File: config.mk
export PLATFORM = sky130hd
export DESIGN_NAME = utf8_sequence_decoder_core
export DESIGN_NICKNAME = d
export VERILOG_FILES = /design/src/utf8d_pkg.sv /design/src/utf8d_front.sv /design/src/utf8_sequence_decoder_core.sv
export SDC_FILE = /design/constraint.sdc
export NUM_CORES = 1
export LEC_CHECK = 0
export ABC_AREA = 1
export BUFFER_PORTS_ARGS = -buffer_cell sky130_fd_sc_hd__buf_4
export CELL_PAD_IN_SITES_DETAIL_PLACEMENT = 0
export CELL_PAD_IN_SITES_GLOBAL_PLACEMENT = 1
export CORE_ASPECT_RATIO = 1.2
export CORE_UTILIZATION = 38
export DETAILED_ROUTE_END_ITERATION = 10
export GPL_TIMING_DRIVEN = 1
export PLACE_DENSITY = 0.81
export SETUP_SLACK_MARGIN = 0.15
export SLEW_MARGIN = 10
export SYNTH_ARGS = -nofsm -noshare
export SYNTH_HDL_FRONTEND = slang
export SYNTH_SLANG_ARGS = --single-unit
File: constraint.sdc
create_clock -name clk -period 2.1 [get_ports clk]
set_input_delay 0.21 -clock clk [delete_from_list [all_inputs] [get_ports clk]]
set_output_delay 0.21 -clock clk [all_outputs]
set_load 0.01 [all_outputs]
File: src/utf8d_pkg.sv
// shared constants and types of the utf-8 sequence decoder
package utf8d_pkg;

	localparam int unsigned MAX_SEQ_BYTES = 6;
	localparam int unsigned LEN_W = 3;
	localparam int unsigned CP_W = 21;

	localparam logic [CP_W-1:0] CP_MAX = 21'h10ffff;
	// upper ten bits of a surrogate code point (d800..dfff)
	localparam logic [9:0] SURR_HI = 10'h01b;

	localparam logic [CP_W-1:0] MIN_LEN2 = 21'h000080;
	localparam logic [CP_W-1:0] MIN_LEN3 = 21'h000800;
	localparam logic [CP_W-1:0] MIN_LEN4 = 21'h010000;

	// lead byte decode handed from the front stage
	typedef struct packed {
		logic [LEN_W-1:0] cls;  // sequence length, zero for an unknown lead
		logic             ok;   // enough bytes and all needed follow bytes are 10xxxxxx
	} front_t;

endpackage

File: src/utf8d_front.sv
// lead byte classification and follow byte checks
module utf8d_front #(
	parameter int unsigned MAX_SEQ_BYTES = utf8d_pkg::MAX_SEQ_BYTES
) (
	input  logic [7:0]                     byte_0,
	input  logic [7:0]                     byte_1,
	input  logic [7:0]                     byte_2,
	input  logic [7:0]                     byte_3,
	input  logic [7:0]                     byte_4,
	input  logic [7:0]                     byte_5,
	input  logic [utf8d_pkg::LEN_W-1:0]    avail_count,
	output utf8d_pkg::front_t              front
);

	logic [utf8d_pkg::LEN_W-1:0] cls;
	logic [5:1]                  cont;
	logic                        cont_ok;

	always_comb begin
		if (!byte_0[7]) begin
			cls = 3'd1;
		end else if (byte_0[7:5] == 3'b110) begin
			cls = 3'd2;
		end else if (byte_0[7:4] == 4'b1110) begin
			cls = 3'd3;
		end else if (byte_0[7:3] == 5'b11110) begin
			cls = 3'd4;
		end else if (byte_0[7:2] == 6'b111110) begin
			cls = 3'd5;
		end else if (byte_0[7:1] == 7'b1111110) begin
			cls = 3'd6;
		end else begin
			cls = 3'd0;
		end
		if (32'(cls) > MAX_SEQ_BYTES) begin
			cls = 3'd0;
		end
	end

	assign cont = {byte_5[7:6] == 2'b10, byte_4[7:6] == 2'b10, byte_3[7:6] == 2'b10,
		byte_2[7:6] == 2'b10, byte_1[7:6] == 2'b10};

	always_comb begin
		cont_ok = 1'b1;
		for (int i = 1; i <= 5; i++) begin
			if ((3'(i) < cls) && !cont[i]) begin
				cont_ok = 1'b0;
			end
		end
	end

	// ascii needs no availability; a count of seven covers every length
	assign front.cls = cls;
	assign front.ok  = (cls != 3'd0) && cont_ok && ((cls == 3'd1) || (avail_count >= cls));

endmodule

File: src/utf8_sequence_decoder_core.sv
// Decodes one UTF-8 sequence per transaction from a six-byte window into a
// code point, the number of bytes used and a valid flag (code point and length
// read zero on any error). The block is a three-stage pipeline: lead decode and
// follow-byte checks, payload assembly, then overlong/range/surrogate checks in
// the output register. It takes one window every cycle while in_ready is high;
// ready is the stall back-propagated through the three stage registers, so a
// stall holds every occupied stage without loss while empty stages still fill.
module utf8_sequence_decoder_core #(
	parameter int unsigned MAX_SEQ_BYTES = utf8d_pkg::MAX_SEQ_BYTES
) (
	input  logic                           clk,
	input  logic                           arst_n,
	input  logic                           in_valid,
	output logic                           in_ready,
	input  logic [7:0]                     byte_0,
	input  logic [7:0]                     byte_1,
	input  logic [7:0]                     byte_2,
	input  logic [7:0]                     byte_3,
	input  logic [7:0]                     byte_4,
	input  logic [7:0]                     byte_5,
	input  logic [utf8d_pkg::LEN_W-1:0]    avail_count,
	output logic                           out_valid,
	input  logic                           out_ready,
	output logic [utf8d_pkg::CP_W-1:0]     code_point,
	output logic [utf8d_pkg::LEN_W-1:0]    seq_length,
	output logic                           valid_res
);

	utf8d_pkg::front_t front;

	logic adv_s1, adv_s2, adv_s3;

	// stage 1
	logic                          v_s1;
	utf8d_pkg::front_t             front_s1;
	logic [6:0]                    lead_s1;
	logic [5:0]                    f1_s1, f2_s1, f3_s1;

	// stage 2
	logic                          v_s2;
	logic [utf8d_pkg::LEN_W-1:0]   cls_s2;
	logic                          ok_s2;
	logic [utf8d_pkg::CP_W-1:0]    cp_s2;

	// stage 3 / output
	logic                          v_s3;
	logic [utf8d_pkg::CP_W-1:0]    cp_s3;
	logic [utf8d_pkg::LEN_W-1:0]   len_s3;
	logic                          ok_s3;

	logic [utf8d_pkg::CP_W-1:0]    cp_asm;
	logic                          ok_asm;
	logic                          bad_val;

	utf8d_front #(
		.MAX_SEQ_BYTES (MAX_SEQ_BYTES)
	) u_front (
		.byte_0      (byte_0),
		.byte_1      (byte_1),
		.byte_2      (byte_2),
		.byte_3      (byte_3),
		.byte_4      (byte_4),
		.byte_5      (byte_5),
		.avail_count (avail_count),
		.front       (front)
	);

	assign adv_s3   = !v_s3 || out_ready;
	assign adv_s2   = !v_s2 || adv_s3;
	assign adv_s1   = !v_s1 || adv_s2;
	assign in_ready = adv_s1;

	always_ff @(posedge clk or negedge arst_n) begin
		if (!arst_n) begin
			v_s1 <= 1'b0;
			v_s2 <= 1'b0;
			v_s3 <= 1'b0;
		end else begin
			if (adv_s1) v_s1 <= in_valid;
			if (adv_s2) v_s2 <= v_s1;
			if (adv_s3) v_s3 <= v_s2;
		end
	end

	always_ff @(posedge clk) begin
		if (in_valid && adv_s1) begin
			front_s1 <= front;
			lead_s1  <= byte_0[6:0];
			f1_s1    <= byte_1[5:0];
			f2_s1    <= byte_2[5:0];
			f3_s1    <= byte_3[5:0];
		end
	end

	// five- and six-byte forms always land above the scalar range
	always_comb begin
		ok_asm = front_s1.ok;
		case (front_s1.cls)
			3'd1:    cp_asm = {14'd0, lead_s1};
			3'd2:    cp_asm = {10'd0, lead_s1[4:0], f1_s1};
			3'd3:    cp_asm = {5'd0, lead_s1[3:0], f1_s1, f2_s1};
			3'd4:    cp_asm = {lead_s1[2:0], f1_s1, f2_s1, f3_s1};
			default: begin
				cp_asm = '0;
				ok_asm = 1'b0;
			end
		endcase
	end

	always_ff @(posedge clk) begin
		if (v_s1 && adv_s2) begin
			cls_s2 <= front_s1.cls;
			ok_s2  <= ok_asm;
			cp_s2  <= cp_asm;
		end
	end

	// overlong, out of range and surrogate rejection
	always_comb begin
		case (cls_s2)
			3'd2:    bad_val = cp_s2 < utf8d_pkg::MIN_LEN2;
			3'd3:    bad_val = cp_s2 < utf8d_pkg::MIN_LEN3;
			3'd4:    bad_val = (cp_s2 < utf8d_pkg::MIN_LEN4) || (cp_s2 > utf8d_pkg::CP_MAX);
			default: bad_val = 1'b0;
		endcase
		if (cp_s2[20:11] == utf8d_pkg::SURR_HI) begin
			bad_val = 1'b1;
		end
	end

	always_ff @(posedge clk) begin
		if (v_s2 && adv_s3) begin
			ok_s3  <= ok_s2 && !bad_val;
			cp_s3  <= (ok_s2 && !bad_val) ? cp_s2 : '0;
			len_s3 <= (ok_s2 && !bad_val) ? cls_s2 : '0;
		end
	end

	assign out_valid  = v_s3;
	assign code_point = cp_s3;
	assign seq_length = len_s3;
	assign valid_res  = ok_s3;

endmodule

-- Word level (Yosys, flattened, before mapping)
Cells that the tools add are included.
W data, S select, Z words.
- word-level logic and storage cells: 87
- output and inout bits: 27
- bits of input ports: 55
- register bits after elaboration: 82
- muxes and demuxes: 15
- reduce and logical (&&, ||, !) cells: 27
- eq/ne operators: 19
- magnitude comparators: 11
- operators with widths (kind ; number):
    $pmux W21 S4 ; 1
    $gt A21 B21 Y1 const B ; 1
    $lt A21 B12 Y1 const B ; 1
    $lt A21 B17 Y1 const B ; 1
    $lt A21 B8 Y1 const B ; 1
    $mux W3 ; 7
    $eq A3 B2 Y1 const B ; 4
    $logic_and A1 B1 Y1 ; 11
    $eq A10 B5 Y1 const B ; 1
    $eq A2 B2 Y1 const B ; 5
    $eq A3 B3 Y1 const B ; 3
    $logic_not A1 Y1 ; 9
    $eq A7 B7 Y1 const B ; 1
    $eq A3 B1 Y1 const B ; 2
    $eq A6 B6 Y1 const B ; 1
    $lt A2 B3 Y1 const A ; 2
    $lt A3 B3 Y1 const A ; 2
    $mux W1 ; 6
    $eq A5 B5 Y1 const B ; 1
    $logic_or A1 B1 Y1 ; 5
    $eq A4 B4 Y1 const B ; 1
    $reduce_or A4 Y1 ; 1
    $ge A3 B3 Y1 ; 1
    $gt A3 B3 Y1 const B ; 1
    other kinds (3) ; 3

-- Depth between registers and ports, before layout
Gate-level depths: netlist of run 1.
- word-level depth: 18
- gate-level depth with buffers: 13

-- By module
Synthesis of run 1 repeated with hierarchy kept, for this count alone.
- cells, all modules: 317
- area total of the unflattened synthesis: 3545.9 um2
- by module, submodules not included (module ; times used ; cells each ; sequential area each (um2) ; area each (um2)):
    utf8_sequence_decoder_core ; 1 ; 266 ; 2447.3 ; 3271.9
    utf8d_front ; 1 ; 51 ; 0.0 ; 274.0

-- Worst setup path before layout of run 1
Ideal clock, no wire load.
- path type: reg2reg
- from: register v_s3 (netlist: out_valid)
- to: register cp_s3 (netlist bit code_point[0]), enable pin
- arrival time: 1.704 ns
- setup slack: -0.020 ns
- data required time: 1.685 ns
- setup time: 0.415 ns
- cell stages (with the launch flop): 2
- cell sequence: dfrtp_1 -> a21oi_1
- longest elaborated chain between the ends: 3
- ends and longest elaborated chain (what ; RTL line ; source):
    start: declaration ; utf8_sequence_decoder_core.sv:46 ; logic v_s3;
    start signal: assignment ; utf8_sequence_decoder_core.sv:81 ; if (adv_s3) v_s3 <= v_s2;
    $logic_not A1 Y1 ; utf8_sequence_decoder_core.sv:68 ; assign adv_s3 = !v_s3 || out_ready;
    $logic_or A1 B1 Y1 ; utf8_sequence_decoder_core.sv:68 ;
    $logic_and A1 B1 Y1 ; utf8_sequence_decoder_core.sv:132 ; if (v_s2 && adv_s3) begin
    end signal: assignment ; utf8_sequence_decoder_core.sv:134 ; cp_s3 <= (ok_s2 && !bad_val) ? cp_s2 : '0;
    end: declaration ; utf8_sequence_decoder_core.sv:47 ; logic [utf8d_pkg::CP_W-1:0] cp_s3;
Every way passes these cells.
A chain may end at the register's enable or synchronous reset.

-- Worst setup path after layout of run 1
- from: register cp_s2[11] (netlist bit)
- to: register cp_s3 (netlist bit code_point[16]) (data pin)
- longest elaborated chain between the ends: 6
- elaborated cells between the ends (all ways): 10
- ends and longest elaborated chain (what ; RTL line ; source):
    start: declaration ; utf8_sequence_decoder_core.sv:43 ; logic [utf8d_pkg::CP_W-1:0] cp_s2;
    start signal: assignment ; utf8_sequence_decoder_core.sv:114 ; cp_s2 <= cp_asm;
    $lt A21 B17 Y1 / $gt A21 B21 Y1 (equally long branches) ; utf8_sequence_decoder_core.sv:123 ; 3'd4: bad_val = (cp_s2 < utf8d_pkg::MIN_LEN4) || (cp_s2 > utf8d_pkg::CP_MAX);
    $logic_or A1 B1 Y1 ; utf8_sequence_decoder_core.sv:123 ;
    $pmux W1 S3 ; utf8_sequence_decoder_core.sv:120 ; case (cls_s2)
    $mux W1 (*) ; utf8_sequence_decoder_core.sv:126 ; if (cp_s2[20:11] == utf8d_pkg::SURR_HI) begin
    $logic_not A1 Y1 (*) ; utf8_sequence_decoder_core.sv:134 ;
    $logic_and A1 B1 Y1 (*) ; utf8_sequence_decoder_core.sv:134 ;
Mark *: on every way between the ends. The rest lies on a longest branch, timed or not.

==> out/metrics.cfg, run 1 <==
[timing]
period_minus_slack_ns = 1.79
skew_ns = 0.00389
final.setup.tns_ns = 0
worst_pin_slew_ns = 0.561
max_freq_mhz = 560
finalHoldViolCount = 0
final_max_slew_viol_count = 0
max_slew_margin_pct = 62.5
finalCritPeriodShare_pct = 85.1
setup_viol_count_final = 0
rsz0062_at_grt = yes

[logic_synthesis]
yosysWarnings = 0
synthCells = 306
postSynthAreaPerCell_um2 = 11.7
netlist_area_um2 = 3590
syn-num-nets = 364
yosysSeqAreaShare_pct = 68.2
post_synth_num_cell_types = 25
ys_ff_latch = 82

[clock_network]
postCtsResizedCells = 0
htree_levels = 3
cts_setup_buffers = 0
cts_tree = done
cts.path.max_buffers = 2
cts-root-buf = clkbuf_8
clk_pin_slew_ns = 0.07
insertion_delay_ns = 0.34
cts.sinks = 82
numCtsBuffers = 9

[power_and_ir_drop]
pwr-share-clk_pct = 25.0
internal_power_mw = 3.02
ir_drop_mv = 0.392
seq_power_share_pct = 55.6
powerDensity_nw_per_um2 = 926
p_leak_nw = 1.88
combPwrFrac_pct = 19.4
switching_power_mw = 1.08
switching_share_pct = 26.3

[floorplan]
fp.dieArea_um2 = 9840
core-area_um2 = 9130
die_w_um = 90.7
initial_utilization_pct = 39.3
die_h_um = 108
rows = 38
ioPinCount = 82

[routing]
drt_first_iter_violations = 108
drc = 0
first_pass_iters = 4
wirelength_um = 5780
num_vias = 2340
ant_nets = 0
viasPerCell = 4.59
drt-wirelength-per-cell_um = 11.3

[global_route]
grt_use_total_pct = 12.7
grt_pass1_vias = 2259
grt_pass1_wl_um = 9630
grt_overflow_total = 0
grt_max_degree = 30
antenna_found_initial = 0

[place]
port-buffer-count = 69
hpwl_um = 4400
gp_congestion = 0.847
dp.cells = 494

[critical_path]
worstSetupPathType = flip-flop to flip-flop
worstPathArrival_ns = 1.88
max_stage_delay_ns = 0.44
crit_buf_inv = 1
crit_path_end_kind = flip-flop
cpMostUsedCell = nand4_2
cp-start-kind = flip-flop
crit_family = simple AND/OR/NAND/NOR gates
worstPathCellList = nor2_1 -> inv_1 -> nor3_1 -> nand4_2 -> nand4_2 -> nor2_2
crit_required_ns = 2.19
cp_slowest_cell = edfxtp_1
critPathMaxFanout = 12

[final_layout]
syn2layout_area_growth_pct = 23.5
antenna_cells = 0
multi_input_area_um2 = 870
final_cells = 510
regArea_um2 = 2450
nets = 445
drive_gt1_share_pct = 29.5
n_fill_cell = 851

[job]
max_cap_violations = 0

[status]
status = finished, final reports clean

[hold_path]
hp-class = primary input to flip-flop

-- through the flow --
stage,setup slack [ns],power [mW],instance area [um^2],utilization (%),hold slack (ns)
floorplan,0.361,2.79,3590,-,-0.0856
global placement,0.239,3.10,4240,46.4,-0.000435
detailed placement,0.174,3.12,4240,46.4,0.00210
CTS,0.344,4.15,4420,48.4,0.0158
global route,0.146,4.32,4430,48.5,0.0102
finish,0.313,4.10,4430,48.5,0.0378
-- power by group through the flow --
stage / logic [mW] / clock network [mW] / registers [mW]
floorplan: 0.429 / 0 / 2.36
global placement: 0.789 / 0 / 2.31
detailed placement: 0.800 / 0 / 2.32
CTS: 0.803 / 1.06 / 2.28
global route: 0.885 / 1.12 / 2.32
finish: 0.796 / 1.03 / 2.28
-- layout by cell type, fill, tap and decap left out, drive strengths merged, types with 5 or more instances in the layout --
cell and count:
edfxtp 79, buf 73, inv 62, nand2 55, nor2 48, nand3 17
clkbuf 10, o2111ai 7, nor3 6, o22ai 5, a21oi 5
-- layout make-up --
class | count | share of cell area (%)
Clock buffer | 10 | 2.88
Clock inverter | 4 | 1.02
Inverter | 62 | 5.25
Multi-Input combinational cell | 158 | 19.6
Sequential cell | 82 | 55.2
Tap cell | 120 | 3.39
Timing Repair Buffer | 74 | 12.6
-- state kept, by name, summed over array words and instances (netlist names), 3 cells and up --
register and count:
f1_s1 6, seq_length 3, cp_s2 21, f2_s1 6, code_point 21, cls_s2 3, front_s1 4, f3_s1 6
lead_s1 7
-- layer usage --
metal	track usage, %	wire (um)	vias up
met5	0	0	-
met2	22.6	2940	81
li1	-	-	1191
met4	8.06	161	0
met1	13.5	2350	1052
met3	3.38	328	16
-- worst paths after layout --
kind	start	endpoint	slack, ns	cells past startpoint
hold / removal	byte_2[2]	f2_s1[2]	0.04	1
setup / recovery	cp_s2[11]	code_point[16]	0.31	6
setup reg to reg	cp_s2[11]	code_point[16]	0.31	6
hold reg to reg	v_s2	out_valid	0.48	2
max in group asynchronous	arst_n	v_s2	1.82	2
min in group asynchronous	arst_n	out_valid	0.19	2
-- cell families (layout without fill, tap and decap cells) --
group / Yosys count / in the layout / synth area share, %
fa+ha+maj: 3 / 3 / 1.05
compound gates: 26 / 26 / 5.33
buf+inv: 67 / 150 / 8.02
flops: 82 / 82 / 68.2
simple gates: 128 / 129 / 17.4
-- synthesized netlist by cell type, drive strengths merged --
library cell	count	area share, %
edfxtp	79	66
inv	62	6.5
nand2	55	5.8
nor2	48	7.2
nand3	17	2.4
o2111ai	7	1.7
nor3	6	1.2
a21oi	5	0.80
buf	5	1.5
o22ai	5	0.87
o221ai	4	0.98
dfrtp	3	2.1
ha	3	1.0
nand4	2	0.94
o211ai	2	0.42
o21a	1	0.21
o21ai	1	0.14
o31ai	1	0.21
-- repair_timing --
item,CTS,global route
setup endpoints to repair,0,1
endpoints found under the hold margin,3,0
hold buffers,1,0
Note: power is estimated with default switching activity, not from simulation.
==> run 2: changes to the inputs <==
--- a/config.mk
+++ b/config.mk
@@ -7,7 +7,7 @@
 export LEC_CHECK = 0
 export ABC_AREA = 1
 export BUFFER_PORTS_ARGS = -buffer_cell sky130_fd_sc_hd__buf_4
-export CELL_PAD_IN_SITES_DETAIL_PLACEMENT = 0
+export CELL_PAD_IN_SITES_DETAIL_PLACEMENT = 1
 export CELL_PAD_IN_SITES_GLOBAL_PLACEMENT = 1
 export CORE_ASPECT_RATIO = 1.2
 export CORE_UTILIZATION = 38
==> out/metrics.cfg, run 2 (same netlist as run 1, synthesis figures left out) <==
[final_layout]
nets = 445  ; unchanged
drive_gt1_share_pct = 30.6  ; was 29.5%
fin_area_um2 = 4480  ; was 4430 um^2
antenna_cells = 0  ; unchanged
n_fill_cell = 1011  ; was 851
layout_commonest_cell = edfxtp_1  ; unchanged
syn2layout_area_growth_pct = 24.9  ; was 23.5%
layout_common_cells = 79 x edfxtp_1, 73 x buf_4, 60 x inv_1  ; unchanged

[critical_path]
cp-start-kind = flip-flop  ; unchanged
worstPathCellList = nor2_1 -> nand2_1 -> nand2_1 -> nand2_1 -> nand2_1 -> nand2_1 -> inv_2 -> nand4_2 -> nor2_2  ; was nor2_1 -> inv_1 -> nor3_1 -> nand4_2 -> nand4_2 -> nor2_2
critPathMaxFanout = 12  ; unchanged
crit_path_end_kind = flip-flop  ; unchanged
crit_start = cp_s2[18]  ; was cp_s2[11]
crit_required_ns = 2.30  ; was 2.19 ns
cp_slowest_cell = edfxtp_1  ; unchanged
cpMostUsedCell = nand2_1  ; was nand4_2
max_stage_delay_ns = 0.47  ; was 0.44 ns
worstPathArrival_ns = 2.01  ; was 1.88 ns
worstSetupPathType = flip-flop to flip-flop  ; unchanged
r2r_start = cp_s2[18]  ; was cp_s2[11]

[global_route]
grt_pass1_wl_um = 11400  ; was 9630 um
grt_overflow_total = 0  ; unchanged
grt_max_degree = 30  ; unchanged
grt_pass1_vias = 2562  ; was 2259
grt_use_total_pct = 15.2  ; was 12.7%
antenna_found_initial = 0  ; unchanged

[timing]
final.setup.tns_ns = 0  ; unchanged
rsz0062_at_grt = yes  ; unchanged
max_freq_mhz = 552  ; was 560 MHz
final_max_slew_viol_count = 0  ; unchanged
worst_pin_slew_ns = 0.565  ; was 0.561 ns
finalHoldViolCount = 0  ; unchanged
finalCritPeriodShare_pct = 86.3  ; was 85.1%
period_minus_slack_ns = 1.81  ; was 1.79 ns
setup_viol_count_final = 0  ; unchanged
skew_ns = 0.0130  ; was 0.00389 ns
max_slew_margin_pct = 62.2  ; was 62.5%

[power_and_ir_drop]
pwr-share-clk_pct = 28.7  ; was 25.0%
switching_share_pct = 27.2  ; was 26.3%
seq_power_share_pct = 52.5  ; was 55.6%
powerDensity_nw_per_um2 = 972  ; was 926 nW/um^2
switching_power_mw = 1.19  ; was 1.08 mW
combPwrFrac_pct = 18.7  ; was 19.4%
internal_power_mw = 3.17  ; was 3.02 mW
ir_drop_mv = 0.379  ; was 0.392 mV
p_leak_nw = 1.90  ; was 1.88 nW

[floorplan]
ioPinCount = 82  ; unchanged
fp.dieArea_um2 = 9840  ; unchanged
die_h_um = 108  ; unchanged
initial_utilization_pct = 39.3  ; unchanged
die_w_um = 90.7  ; unchanged
rows = 38  ; unchanged
core-area_um2 = 9130  ; unchanged

[routing]
ant_nets = 0  ; unchanged
drt-wirelength-per-cell_um = 13.9  ; was 11.3 um
first_pass_iters = 4  ; unchanged
drt_first_iter_violations = 83  ; was 108
drc = 0  ; unchanged
wirelength_um = 7110  ; was 5780 um
viasPerCell = 4.71  ; was 4.59
num_vias = 2411  ; was 2340

[clock_network]
cts.path.max_buffers = 2  ; unchanged
clk_pin_slew_ns = 0.09  ; was 0.07 ns
htree_levels = 3  ; unchanged
cts_tree = done  ; unchanged
cts.sinks = 82  ; unchanged
cts_setup_buffers = 0  ; unchanged
insertion_delay_ns = 0.35  ; was 0.34 ns
cts-root-buf = clkbuf_8  ; unchanged
numCtsBuffers = 9  ; unchanged

[place]
gp_congestion = 0.847  ; unchanged
port-buffer-count = 69  ; unchanged
placed_area_um2 = 4240  ; unchanged
hpwl_um = 5220  ; was 4400 um

[hold_path]
min_from = byte_0[0]  ; was byte_2[2]
hp-class = primary input to flip-flop  ; unchanged

[status]
status = finished, final reports clean  ; unchanged

[job]
max_cap_violations = 0  ; unchanged

## run 2: changes by cell type in the layout (fill, tap and decap cells not counted)
| cell | delta |
|---|---|
| clkinv_1 | -2 |
| clkinv_4 | +2 |
| bufinv_16 | +1 |
| clkbuf_1 | -1 |
| clkinvlp_4 | +1 |
| inv_6 | +1 |
## run 2: metrics by stage
step | util [%] | total power, mW | instances | hold slack, ns | setup slack, ns
2_1_floorplan | - | 2.79 | 306 | -0.0856 | 0.361
3_3_place_gp | 46.4 | 3.10 | 494 | -0.000435 | 0.239
3_5_place_dp | 46.4 | 3.14 | 494 | 0.00334 | 0.149
4_1_cts | 49.0 | 4.41 | 511 | 0.00798 | 0.295
5_1_grt | 49.1 | 4.57 | 512 | 0.00978 | 0.0741
6_report | 49.1 | 4.36 | 512 | 0.0286 | 0.287
## run 2: power groups by stage
stage | Combinational, mW | Sequential [mW] | Clock, mW
floorplan | 0.429 | 2.36 | 0
global placement | 0.789 | 2.31 | 0
detailed placement | 0.820 | 2.32 | 0
CTS | 0.827 | 2.29 | 1.29
global route | 0.903 | 2.32 | 1.34
finish | 0.816 | 2.29 | 1.25
## run 2: timing repair
item,in CTS,in global routing
endpoints found under the hold margin,3,0
hold buffers,1,0
setup endpoints to repair,0,8
resized for setup,0,0
## run 2: path summary, 6_finish.rpt
path / to / slack (ns) / cells after the start
max reg2reg: code_point[6] / 0.29 / 9
max: code_point[6] / 0.29 / 9
min reg2reg: out_valid / 0.48 / 2
min in group asynchronous: out_valid / 0.18 / 2
min: lead_s1[0] / 0.03 / 1
max in group asynchronous: v_s1 / 1.82 / 2
## run 2: per-layer routing
layer / GRT usage [%] / wire, um
met5: 0 / 0
met3: 3.59 / 300
met1: 14.6 / 2610
met4: 7.72 / 165
met2: 30.0 / 4040
## run 2: layout make-up
| type | instances | area (um^2) | share of cell area [%] |
|---|---|---|---|
| clock buffer | 9 | 124 | 2.76 |
| clock inverter | 7 | 101 | 2.26 |
| inverter | 62 | 233 | 5.19 |
| multi-input combinational | 158 | 870 | 19.4 |
| sequential | 82 | 2450 | 54.6 |
| tap | 120 | 150 | 3.35 |
| timing repair buffer | 74 | 558 | 12.4 |
## run 2: worst max-delay path, delay by kind of cell, from the launching register on
| family | cells | cell delay (ns) |
|---|---|---|
| buffers and inverters | 1 | 0.09 |
| flip-flops | 1 | 0.47 |
| AND/OR/NAND/NOR | 8 | 1.11 |
